### src/wgo_pkg.sv
// Shared types and constants for the wheel and gyro odometry block.
package wgo_pkg;

  localparam int AngleW   = 12;
  localparam int GyroW    = 16;
  localparam int CfgIdxW  = 1;
  localparam int CfgDataW = 16;
  localparam int InDataW  = 40;
  localparam int OutDataW = 264;

  typedef enum logic [3:0] {
    ST_IDLE,
    ST_MUL_R,
    ST_MUL_L,
    ST_PREP,
    ST_DIV_R,
    ST_DIV_L,
    ST_RATE_A,
    ST_RATE_B,
    ST_RATE_C,
    ST_RATE_D,
    ST_RATE_E,
    ST_RATE_F,
    ST_SUMS,
    ST_DONE
  } state_e;

  typedef enum logic [CfgIdxW-1:0] {
    CFG_MM_PER_PULSE = 1'b0,
    CFG_GYRO_OFFSET  = 1'b1
  } cfg_idx_e;

  // half a revolution of the encoder
  localparam logic [AngleW-1:0] HalfRev = 12'd2048;

  // x / 10 == (x * Recip10) >> 35 for any 32-bit x
  localparam logic [31:0] Recip10 = 32'hCCCC_CCCD;
  localparam logic [31:0] RoundFive = 32'd5;

  // rad/s scale reduced to 69 + RateRem / (2^14 * RateDivisor)
  localparam logic [31:0] RateRem     = 32'd187584797;
  localparam logic [43:0] RateHalf    = 44'd115040256;
  localparam logic [31:0] RateRecip   = 32'd1252737025;
  localparam logic [31:0] RateDivisor = 32'd14043;

  localparam logic [18:0] HeadRound = 19'd16383;
  localparam logic [15:0] HeadDiv   = 16'd32767;

  localparam logic [22:0] RateMaxMag = 23'd4194303;
  localparam logic [22:0] RateMinMag = 23'd4194304;
  localparam logic signed [22:0] RateMax = 23'sd4194303;
  localparam logic signed [22:0] RateMin = -23'sd4194304;

  localparam logic signed [55:0] SumHi = 56'sd19660800000000000;
  localparam logic signed [55:0] SumLo = -56'sd655360000000000;

endpackage

### src/wheel_gyro_odometry.sv
// Wheel encoder and gyro odometry: one shared multiplier under a step sequencer.
//
//  channel   | dir | payload (lowest bit up)
//  ----------+-----+------------------------------------------------------------
//  s_axis    | in  | right_angle 12, left_angle 12, gyro_raw 16
//  m_axis    | out | body_speed 28, speed_integral 56, distance 48,
//            |     | angular_rate 23, rate_integral 56, heading 48, pad 5
//  cfg       | in  | index 0 mm_per_pulse, index 1 gyro_offset
//
// One word is accepted and then passes 13 sequencer steps, seven of
// which go through the single 32x32 multiplier (speeds, two divides by ten,
// rate scaling with reciprocal and remainder check).
// The result sits in an output register; the next word is taken while it waits.
// The last step holds while the output register is full and its word is not taken.
// Reset clears configuration, angle history, filters and all sums.
module wheel_gyro_odometry import wgo_pkg::*; (
  input  logic                clk_i,
  input  logic                rst_ni,
  input  logic                cfg_we_i,
  input  logic [CfgIdxW-1:0]  cfg_idx_i,
  input  logic [CfgDataW-1:0] cfg_wdata_i,
  input  logic                s_axis_tvalid,
  output logic                s_axis_tready,
  // right_angle[11:0], left_angle[23:12], gyro_raw[39:24]
  input  logic [InDataW-1:0]  s_axis_tdata,
  output logic                m_axis_tvalid,
  input  logic                m_axis_tready,
  // body_speed[27:0], speed_integral[83:28], distance[131:84],
  // angular_rate[154:132], rate_integral[210:155], heading[258:211]
  output logic [OutDataW-1:0] m_axis_tdata
);

  function automatic logic signed [12:0] wrap_delta(input logic [AngleW-1:0] diff);
    logic signed [12:0] d;
    d = (diff > HalfRev) ? {1'b1, diff} : {1'b0, diff};
    return d;
  endfunction

  state_e state_q, state_d;

  logic [15:0]        mpp_q;
  logic [15:0]        goff_q;
  logic [11:0]        last_r_q, last_r_d, last_l_q, last_l_d;
  logic signed [27:0] fr_q, fr_d, fl_q, fl_d;
  logic signed [55:0] speed_sum_q, speed_sum_d, rate_sum_q, rate_sum_d;
  logic [47:0]        travel_q, travel_d, heading_q, heading_d;
  logic               out_valid_q, out_valid_d;

  logic signed [12:0] dr_q, dr_d, dl_q, dl_d;
  logic               g_neg_q, g_neg_d;
  logic [15:0]        g_mag_q, g_mag_d;
  logic [63:0]        prod_q;
  logic signed [28:0] new_r_q, new_r_d, new_l_q, new_l_d;
  logic [31:0]        nr_mag_q, nr_mag_d, nl_mag_q, nl_mag_d;
  logic               nr_neg_q, nr_neg_d, nl_neg_q, nl_neg_d;
  logic signed [27:0] body_q, body_d;
  logic [29:0]        y_q, y_d;
  logic [16:0]        q1_q, q1_d, rq_q, rq_d;
  logic signed [22:0] rate_q, rate_d;
  logic [OutDataW-1:0] out_data_q, out_data_d;

  logic [31:0] mul_a, mul_b;
  logic [63:0] mul_p;
  logic        accept, load_out;

  logic [11:0]        in_ra, in_la;
  logic signed [16:0] g_in;
  logic [15:0]        g_in_mag;
  logic [11:0]        dr_mag, dl_mag;
  logic [27:0]        wheel_mag;
  logic [27:0]        div_mag;
  logic signed [31:0] n_r, n_l;
  logic [29:0]        trav_sum, trav_adj;
  logic [28:0]        body_sum, body_adj;
  logic [18:0]        hx, hstep;
  logic [3:0]         hq0;
  logic [15:0]        hr;
  logic [43:0]        y_full;
  logic [30:0]        rem;
  logic [22:0]        rate_mag;
  logic signed [55:0] speed_raw, rate_raw;

  assign mul_p = mul_a * mul_b;

  assign in_ra    = s_axis_tdata[11:0];
  assign in_la    = s_axis_tdata[23:12];
  assign g_in     = {s_axis_tdata[39], s_axis_tdata[39:24]} - {goff_q[15], goff_q};
  assign g_in_mag = g_in[16] ? 16'(-g_in) : g_in[15:0];

  assign dr_mag    = dr_q[12] ? 12'(-dr_q) : dr_q[11:0];
  assign dl_mag    = dl_q[12] ? 12'(-dl_q) : dl_q[11:0];
  assign wheel_mag = prod_q[27:0];
  assign div_mag   = prod_q[62:35];

  assign n_r = {{3{new_r_q[28]}}, new_r_q} + {{4{fr_q[27]}}, fr_q}
             + {fr_q[27], fr_q, 3'b000};
  assign n_l = {{3{new_l_q[28]}}, new_l_q} + {{4{fl_q[27]}}, fl_q}
             + {fl_q[27], fl_q, 3'b000};

  assign trav_sum = {new_r_q[28], new_r_q} + {new_l_q[28], new_l_q};
  assign trav_adj = trav_sum + {29'd0, trav_sum[29]};
  assign body_sum = {fr_q[27], fr_q} + {fl_q[27], fl_q};
  assign body_adj = body_sum + {28'd0, body_sum[28]};

  // 2^17 * a / 32767 == 4a + (4a + round) / 32767, quotient below nine
  assign hx    = {1'b0, g_mag_q, 2'b00} + HeadRound;
  assign hq0   = hx[18:15];
  assign hr    = {1'b0, hx[14:0]} + {12'd0, hq0};
  assign hstep = {1'b0, g_mag_q, 2'b00} + {15'd0, hq0} + {18'd0, (hr >= HeadDiv)};

  assign y_full   = prod_q[43:0] + RateHalf;
  assign rem      = {1'b0, y_q} - prod_q[30:0];
  assign rate_mag = {7'd0, g_mag_q} + {5'd0, g_mag_q, 2'b00} + {1'b0, g_mag_q, 6'd0}
                  + {6'd0, rq_q};

  assign speed_raw = speed_sum_q + {{28{body_q[27]}}, body_q};
  assign rate_raw  = rate_sum_q + {{33{rate_q[22]}}, rate_q};

  // next state
  always_comb begin
    state_d = state_q;
    unique case (state_q)
      ST_IDLE:   if (accept) state_d = ST_MUL_R;
      ST_MUL_R:  state_d = ST_MUL_L;
      ST_MUL_L:  state_d = ST_PREP;
      ST_PREP:   state_d = ST_DIV_R;
      ST_DIV_R:  state_d = ST_DIV_L;
      ST_DIV_L:  state_d = ST_RATE_A;
      ST_RATE_A: state_d = ST_RATE_B;
      ST_RATE_B: state_d = ST_RATE_C;
      ST_RATE_C: state_d = ST_RATE_D;
      ST_RATE_D: state_d = ST_RATE_E;
      ST_RATE_E: state_d = ST_RATE_F;
      ST_RATE_F: state_d = ST_SUMS;
      ST_SUMS:   state_d = ST_DONE;
      ST_DONE:   if (load_out) state_d = ST_IDLE;
      default:   state_d = ST_IDLE;
    endcase
  end

  // handshake outputs
  always_comb begin
    s_axis_tready = (state_q == ST_IDLE);
    accept        = s_axis_tvalid && s_axis_tready;
    load_out      = (state_q == ST_DONE) && (!out_valid_q || m_axis_tready);
    out_valid_d   = load_out || (out_valid_q && !m_axis_tready);
    m_axis_tvalid = out_valid_q;
    m_axis_tdata  = out_data_q;
  end

  // datapath steps
  always_comb begin
    mul_a       = '0;
    mul_b       = '0;
    last_r_d    = last_r_q;
    last_l_d    = last_l_q;
    fr_d        = fr_q;
    fl_d        = fl_q;
    speed_sum_d = speed_sum_q;
    rate_sum_d  = rate_sum_q;
    travel_d    = travel_q;
    heading_d   = heading_q;
    dr_d        = dr_q;
    dl_d        = dl_q;
    g_neg_d     = g_neg_q;
    g_mag_d     = g_mag_q;
    new_r_d     = new_r_q;
    new_l_d     = new_l_q;
    nr_mag_d    = nr_mag_q;
    nl_mag_d    = nl_mag_q;
    nr_neg_d    = nr_neg_q;
    nl_neg_d    = nl_neg_q;
    body_d      = body_q;
    y_d         = y_q;
    q1_d        = q1_q;
    rq_d        = rq_q;
    rate_d      = rate_q;
    out_data_d  = out_data_q;
    unique case (state_q)
      ST_IDLE: begin
        if (accept) begin
          last_r_d = in_ra;
          last_l_d = in_la;
          dr_d     = wrap_delta(in_ra - last_r_q);
          dl_d     = wrap_delta(last_l_q - in_la);
          g_neg_d  = g_in[16];
          g_mag_d  = g_in_mag;
        end
      end
      ST_MUL_R: begin
        mul_a = {20'd0, dr_mag};
        mul_b = {16'd0, mpp_q};
      end
      ST_MUL_L: begin
        new_r_d = dr_q[12] ? -{1'b0, wheel_mag} : {1'b0, wheel_mag};
        mul_a   = {20'd0, dl_mag};
        mul_b   = {16'd0, mpp_q};
      end
      ST_PREP: begin
        new_l_d  = dl_q[12] ? -{1'b0, wheel_mag} : {1'b0, wheel_mag};
        nr_neg_d = n_r[31];
        nr_mag_d = (n_r[31] ? -n_r : n_r) + RoundFive;
      end
      ST_DIV_R: begin
        mul_a    = nr_mag_q;
        mul_b    = Recip10;
        nl_neg_d = n_l[31];
        nl_mag_d = (n_l[31] ? -n_l : n_l) + RoundFive;
        travel_d = travel_q + {{19{trav_adj[29]}}, trav_adj[29:1]};
      end
      ST_DIV_L: begin
        fr_d  = nr_neg_q ? -div_mag : div_mag;
        mul_a = nl_mag_q;
        mul_b = Recip10;
      end
      ST_RATE_A: begin
        fl_d      = nl_neg_q ? -div_mag : div_mag;
        mul_a     = {16'd0, g_mag_q};
        mul_b     = RateRem;
        heading_d = g_neg_q ? heading_q - {29'd0, hstep} : heading_q + {29'd0, hstep};
      end
      ST_RATE_B: begin
        y_d    = y_full[43:14];
        body_d = body_adj[28:1];
      end
      ST_RATE_C: begin
        mul_a = {2'd0, y_q};
        mul_b = RateRecip;
        if (speed_raw > SumHi) begin
          speed_sum_d = SumHi;
        end else if (speed_raw < SumLo) begin
          speed_sum_d = SumLo;
        end else begin
          speed_sum_d = speed_raw;
        end
      end
      ST_RATE_D: begin
        q1_d  = prod_q[60:44];
        mul_a = {15'd0, prod_q[60:44]};
        mul_b = RateDivisor;
      end
      ST_RATE_E: begin
        rq_d = q1_q + {16'd0, (rem >= RateDivisor[30:0])};
      end
      ST_RATE_F: begin
        if (g_neg_q) begin
          rate_d = (rate_mag > RateMinMag) ? RateMin : -rate_mag;
        end else begin
          rate_d = (rate_mag > RateMaxMag) ? RateMax : rate_mag;
        end
      end
      ST_SUMS: begin
        if (rate_raw > SumHi) begin
          rate_sum_d = SumHi;
        end else if (rate_raw < SumLo) begin
          rate_sum_d = SumLo;
        end else begin
          rate_sum_d = rate_raw;
        end
      end
      ST_DONE: begin
        if (load_out) begin
          out_data_d = {5'd0, heading_q, rate_sum_q, rate_q, travel_q, speed_sum_q, body_q};
        end
      end
      default: ;
    endcase
  end

  always_ff @(posedge clk_i or negedge rst_ni) begin
    if (!rst_ni) begin
      state_q     <= ST_IDLE;
      mpp_q       <= '0;
      goff_q      <= '0;
      last_r_q    <= '0;
      last_l_q    <= '0;
      fr_q        <= '0;
      fl_q        <= '0;
      speed_sum_q <= '0;
      rate_sum_q  <= '0;
      travel_q    <= '0;
      heading_q   <= '0;
      out_valid_q <= 1'b0;
    end else begin
      state_q     <= state_d;
      last_r_q    <= last_r_d;
      last_l_q    <= last_l_d;
      fr_q        <= fr_d;
      fl_q        <= fl_d;
      speed_sum_q <= speed_sum_d;
      rate_sum_q  <= rate_sum_d;
      travel_q    <= travel_d;
      heading_q   <= heading_d;
      out_valid_q <= out_valid_d;
      if (cfg_we_i) begin
        unique case (cfg_idx_e'(cfg_idx_i))
          CFG_MM_PER_PULSE: mpp_q  <= cfg_wdata_i;
          CFG_GYRO_OFFSET:  goff_q <= cfg_wdata_i;
          default: ;
        endcase
      end
    end
  end

  always_ff @(posedge clk_i) begin
    prod_q     <= mul_p;
    dr_q       <= dr_d;
    dl_q       <= dl_d;
    g_neg_q    <= g_neg_d;
    g_mag_q    <= g_mag_d;
    new_r_q    <= new_r_d;
    new_l_q    <= new_l_d;
    nr_mag_q   <= nr_mag_d;
    nl_mag_q   <= nl_mag_d;
    nr_neg_q   <= nr_neg_d;
    nl_neg_q   <= nl_neg_d;
    body_q     <= body_d;
    y_q        <= y_d;
    q1_q       <= q1_d;
    rq_q       <= rq_d;
    rate_q     <= rate_d;
    out_data_q <= out_data_d;
  end

endmodule

### config.mk
export PLATFORM = sky130hd
export DESIGN_NAME = wheel_gyro_odometry
export DESIGN_NICKNAME = d
export VERILOG_FILES = /design/src/wgo_pkg.sv /design/src/wheel_gyro_odometry.sv
export SDC_FILE = /design/constraint.sdc
export NUM_CORES = 2
export LEC_CHECK = 0
export BUFFER_PORTS_ARGS = -buffer_cell sky130_fd_sc_hd__buf_2
export CAP_MARGIN = 20
export CORE_MARGIN = 2
export CORE_UTILIZATION = 51
export CTS_CLUSTER_DIAMETER = 100
export DETAILED_ROUTE_END_ITERATION = 7
export PLACE_DENSITY = 0.66
export SETUP_SLACK_MARGIN = 0.15
export SKIP_LAST_GASP = 1
export SYNTH_ARGS = -nofsm -noshare
export SYNTH_HDL_FRONTEND = slang
export SYNTH_SLANG_ARGS = --single-unit
### constraint.sdc
create_clock -name clk_i -period 21.4 [get_ports clk_i]
set_clock_uncertainty 0.2 [all_clocks]
set_input_delay 4.28 -clock clk_i [delete_from_list [all_inputs] [get_ports clk_i]]
set_output_delay 4.28 -clock clk_i [all_outputs]
set_load 0.01 [all_outputs]
==> metrics.md <==
| Metric | Value |
|---|---|
| Outcome | `finished, final reports clean` |
| Initial antenna violation count | `14` |
| Leading register cell type out of synthesis | `edfxtp_1` |
| Mean post-synth cell area | `9.46 sq um` |
| Top cell family by delay on the critical path | `adder cells` |
| Placed insts | `12,600` |
| Count of maximum capacitance violations | `0` |
| Initial core utilization | `51.3%` |
| Crit path required time | `21.92 ns` |
| RD Place Congestion | `1.04` |
| Remaining design rule violation count | `0` |
| Std-Cell Core Area | `0.183 sq mm` |
| Worst hold margin | `0.266 ns` |
| Unrepaired setup endpoints after global routing | `false` |
| Wire length of the first global-routing pass | `477 mm` |
| Total CTS buffers | `103` |
| Maximum buffer depth of the clock tree | `3` |
| Area added between synthesis and finish | `9.11%` |
| Gate Count Post-Synth | `9,941` |
| Root buf cell | `clkbuf_16` |
| Synthesis Warnings | `0` |
| Half-perimeter wire length after placement | `265 mm` |
| Commonest non-fill, non-tap cells in the layout | `inv_1 (1,349), nand2_1 (952), fa_1 (891)` |
| Worst-path maximum fanout | `41` |
| EDFF count, synth | `541` |
| Number of H-tree levels | `3` |
| FILL cells | `16,300` |
| Fin. Hold Viols | `0` |
| Share of synthesized cell area in full adder, half adder and majority cells | `29.6%` |
| Clock latency of the later-clocked register in the worst-skew pair | `0.81 ns` |
| Final global-route overflow total | `0` |
| Count of distinct cell types in the synthesized netlist | `119` |
| Hold buffer count at CTS | `0` |
| Data arrival time at the worst-slack endpoint | `13.17 ns` |
| Most Frequent Cell on Critical Path | `fa_1` |
| Number of buffers and inverters on the critical path | `8` |
| Peak clock frequency supported by timing | `79.1 MHz` |
| Initial DRC Count | `6,810` |
| Average via count per standard cell | `5.90` |
| Share of post-route cells with drive strength above 1 | `7.27%` |
| Post-cts gate resize count | `0` |
| Die Area | `0.188 sq mm` |
| Worst-case headroom to the max-slew limit | `21.2%` |
| Multiplexer share of the synthesized area | `0.721%` |
| Design Area, Final | `0.103 sq mm` |
| Largest net degree at the start of global routing | `92` |
| Placed inst area | `0.0988 sq mm` |
| Area share of xor/xnor cells in the synthesized design | `7.27%` |
| Boundary pin count | `328` |
| Count of endpoints failing setup in the final report | `0` |
| Number of global-route vias before repair | `75,000` |
| Max-slew violation count | `0` |
| Total Routed Length | `320 mm` |
| Drt wl/cell | `24.9 um` |
| Routed Antenna Nets | `0` |
| Sink count of the clock tree | `929` |
| Number of detailed-route iterations in the first pass | `6` |
| Non-filler instance count after layout | `12,800` |
| Slack of the worst reg-to-reg path | `8.75 ns` |
| Slowest cell on the critical path | `a311oi_1` |
| Most frequent standard cell in the layout excluding fill and tap cells | `inv_1` |
| Async SR Flop Fraction | `35.0%` |
| Die W | `434 um` |
| Die Ht | `434 um` |
| Crit Path Class | `reg -> reg` |
| Flop and latch count out of synthesis | `929` |
| Total routing resource utilization after global routing | `34.0%` |
| Fraction of the mapped netlist area in simple logic gates | `13.3%` |
| Time the worst path needs with I/O delays and setup | `12.65 ns` |
| Final period utilization | `59.1%` |
| Total number of placement rows | `157` |
| Kind of launch point of the worst setup path | `register` |
| CP Capture Type | `register` |
| Clock-pin transition on the worst setup and hold timing paths | `0.07 ns` |
| Pin slew with the least headroom to its limit | `1.18 ns` |
| Post-CTS Setup Repair Bufs | `0` |
| Main combinational cell family by area after synthesis | `adder cells` |
| Part of the Yosys area used for sequential elements | `27.3%` |
| Number of vias in the routed layout | `75,700` |
| Number of nets in the layout | `12,000` |
| Combined area of all synthesized cells | `0.0941 sq mm` |
| Setup TNS | `0 ns` |
| Port Buffer Count | `322` |
| Peak per-stage delay on the critical path | `0.62 ns` |
| CTS tree | `yes` |
| Share of the synthesized area in compound gates (AO/OA/AOI/OAI) | `15.1%` |
| Type of the tightest min-delay check | `reg -> reg` |
final timing paths:
kind                              start        endpoint  cells past startpoint
setup / recovery             state_q[2]      prod_q[62]                     36
hold / removal             travel_q[47]    travel_q[47]                      1
setup reg to reg             state_q[2]      prod_q[62]                     36
hold reg to reg            travel_q[47]    travel_q[47]                      1
max in group asynchronous        rst_ni      goff_q[12]                      4
min in group asynchronous        rst_ni  rate_sum_q[44]                      1
registers in the layout, summed over array words and instances, names as in the netlist, 17 cells and up:
| name | flops |
|---|---|
| speed_sum_q | 56 |
| new_r_q | 29 |
| body_q | 28 |
| nr_mag_q | 32 |
| nl_mag_q | 32 |
| rate_sum_q | 56 |
| m_axis_tdata | 259 |
| heading_q | 48 |
| rate_q | 23 |
| fl_q | 28 |
| rq_q | 17 |
| prod_q | 63 |
| new_l_q | 29 |
| y_q | 30 |
| travel_q | 48 |
| q1_q | 17 |
| fr_q | 28 |
cell usage after synthesis, drive strengths merged (59+ instances only):
cell	instances	area (sq um)
nor3	137	686
nor2b	76	483
or3	82	513
a22oi	92	696
and3	100	626
fa	891	17800
a31oi	72	450
dfxtp	63	1260
nand2b	96	616
nand2	955	3590
nand4	106	663
a21oi	532	2680
o21a	88	668
o21ai	474	2380
o21bai	59	443
xor2	298	2630
inv	1351	5070
clkbuf	268	1010
a211oi	62	483
a21o	258	1940
nor2	673	2540
xnor2	481	4210
ha	799	10000
nand3	162	811
edfxtp	541	16200
and2	65	407
dfrtp	325	8130
layout make-up:
cell class	count	area, sq um	area share (%)
well taps	2464	3080	3.00
clock inverters	59	902	0.879
inverters	1357	5100	4.96
diodes	10	25.0	0.0244
repair buffers	409	2280	2.22
multi-input cells	7477	62700	61.1
clock buffers	137	2880	2.81
flip-flops and latches	929	25600	25.0
per-layer routing:
metal	vias up	GRT usage (%)	routed length, um
met2	3051	53.9	145000
met1	37400	45.2	133000
li1	34600	-	-
met5	-	0	87
met3	678	4.88	21600
met4	12	18.4	20400
worst register-to-register path, delay by kind of cell (launching register included):
family,cells,cell delay [ns]
buffers and inverters,8,1.91
AOI/OAI and AO/OA,11,3.35
and+or+nand+nor,7,1.80
DFF,1,0.60
adders and majority gates,9,4.62
xor gates and xnor gates,1,0.16
per-stage QoR:
step                      worst slack, ns  utilization (%)
after floorplan                      6.21                -
after global placement               8.98             53.9
after detailed placement             8.89             53.9
after CTS                            8.81             56.0
after global routing                 8.14             56.0
final                                8.75             56.0
cells by family after synthesis:
group           after synthesis
flops                       929
xor+xnor                    779
buf+inv                    1673
other cells                   2
simple gates               2660
mux                          62
compound gates             2145
fa+ha+maj                  1691
Power is left out: the tool's default activity adds up to more than one toggle a clock period on the data nets, which glitch-free logic cannot reach.
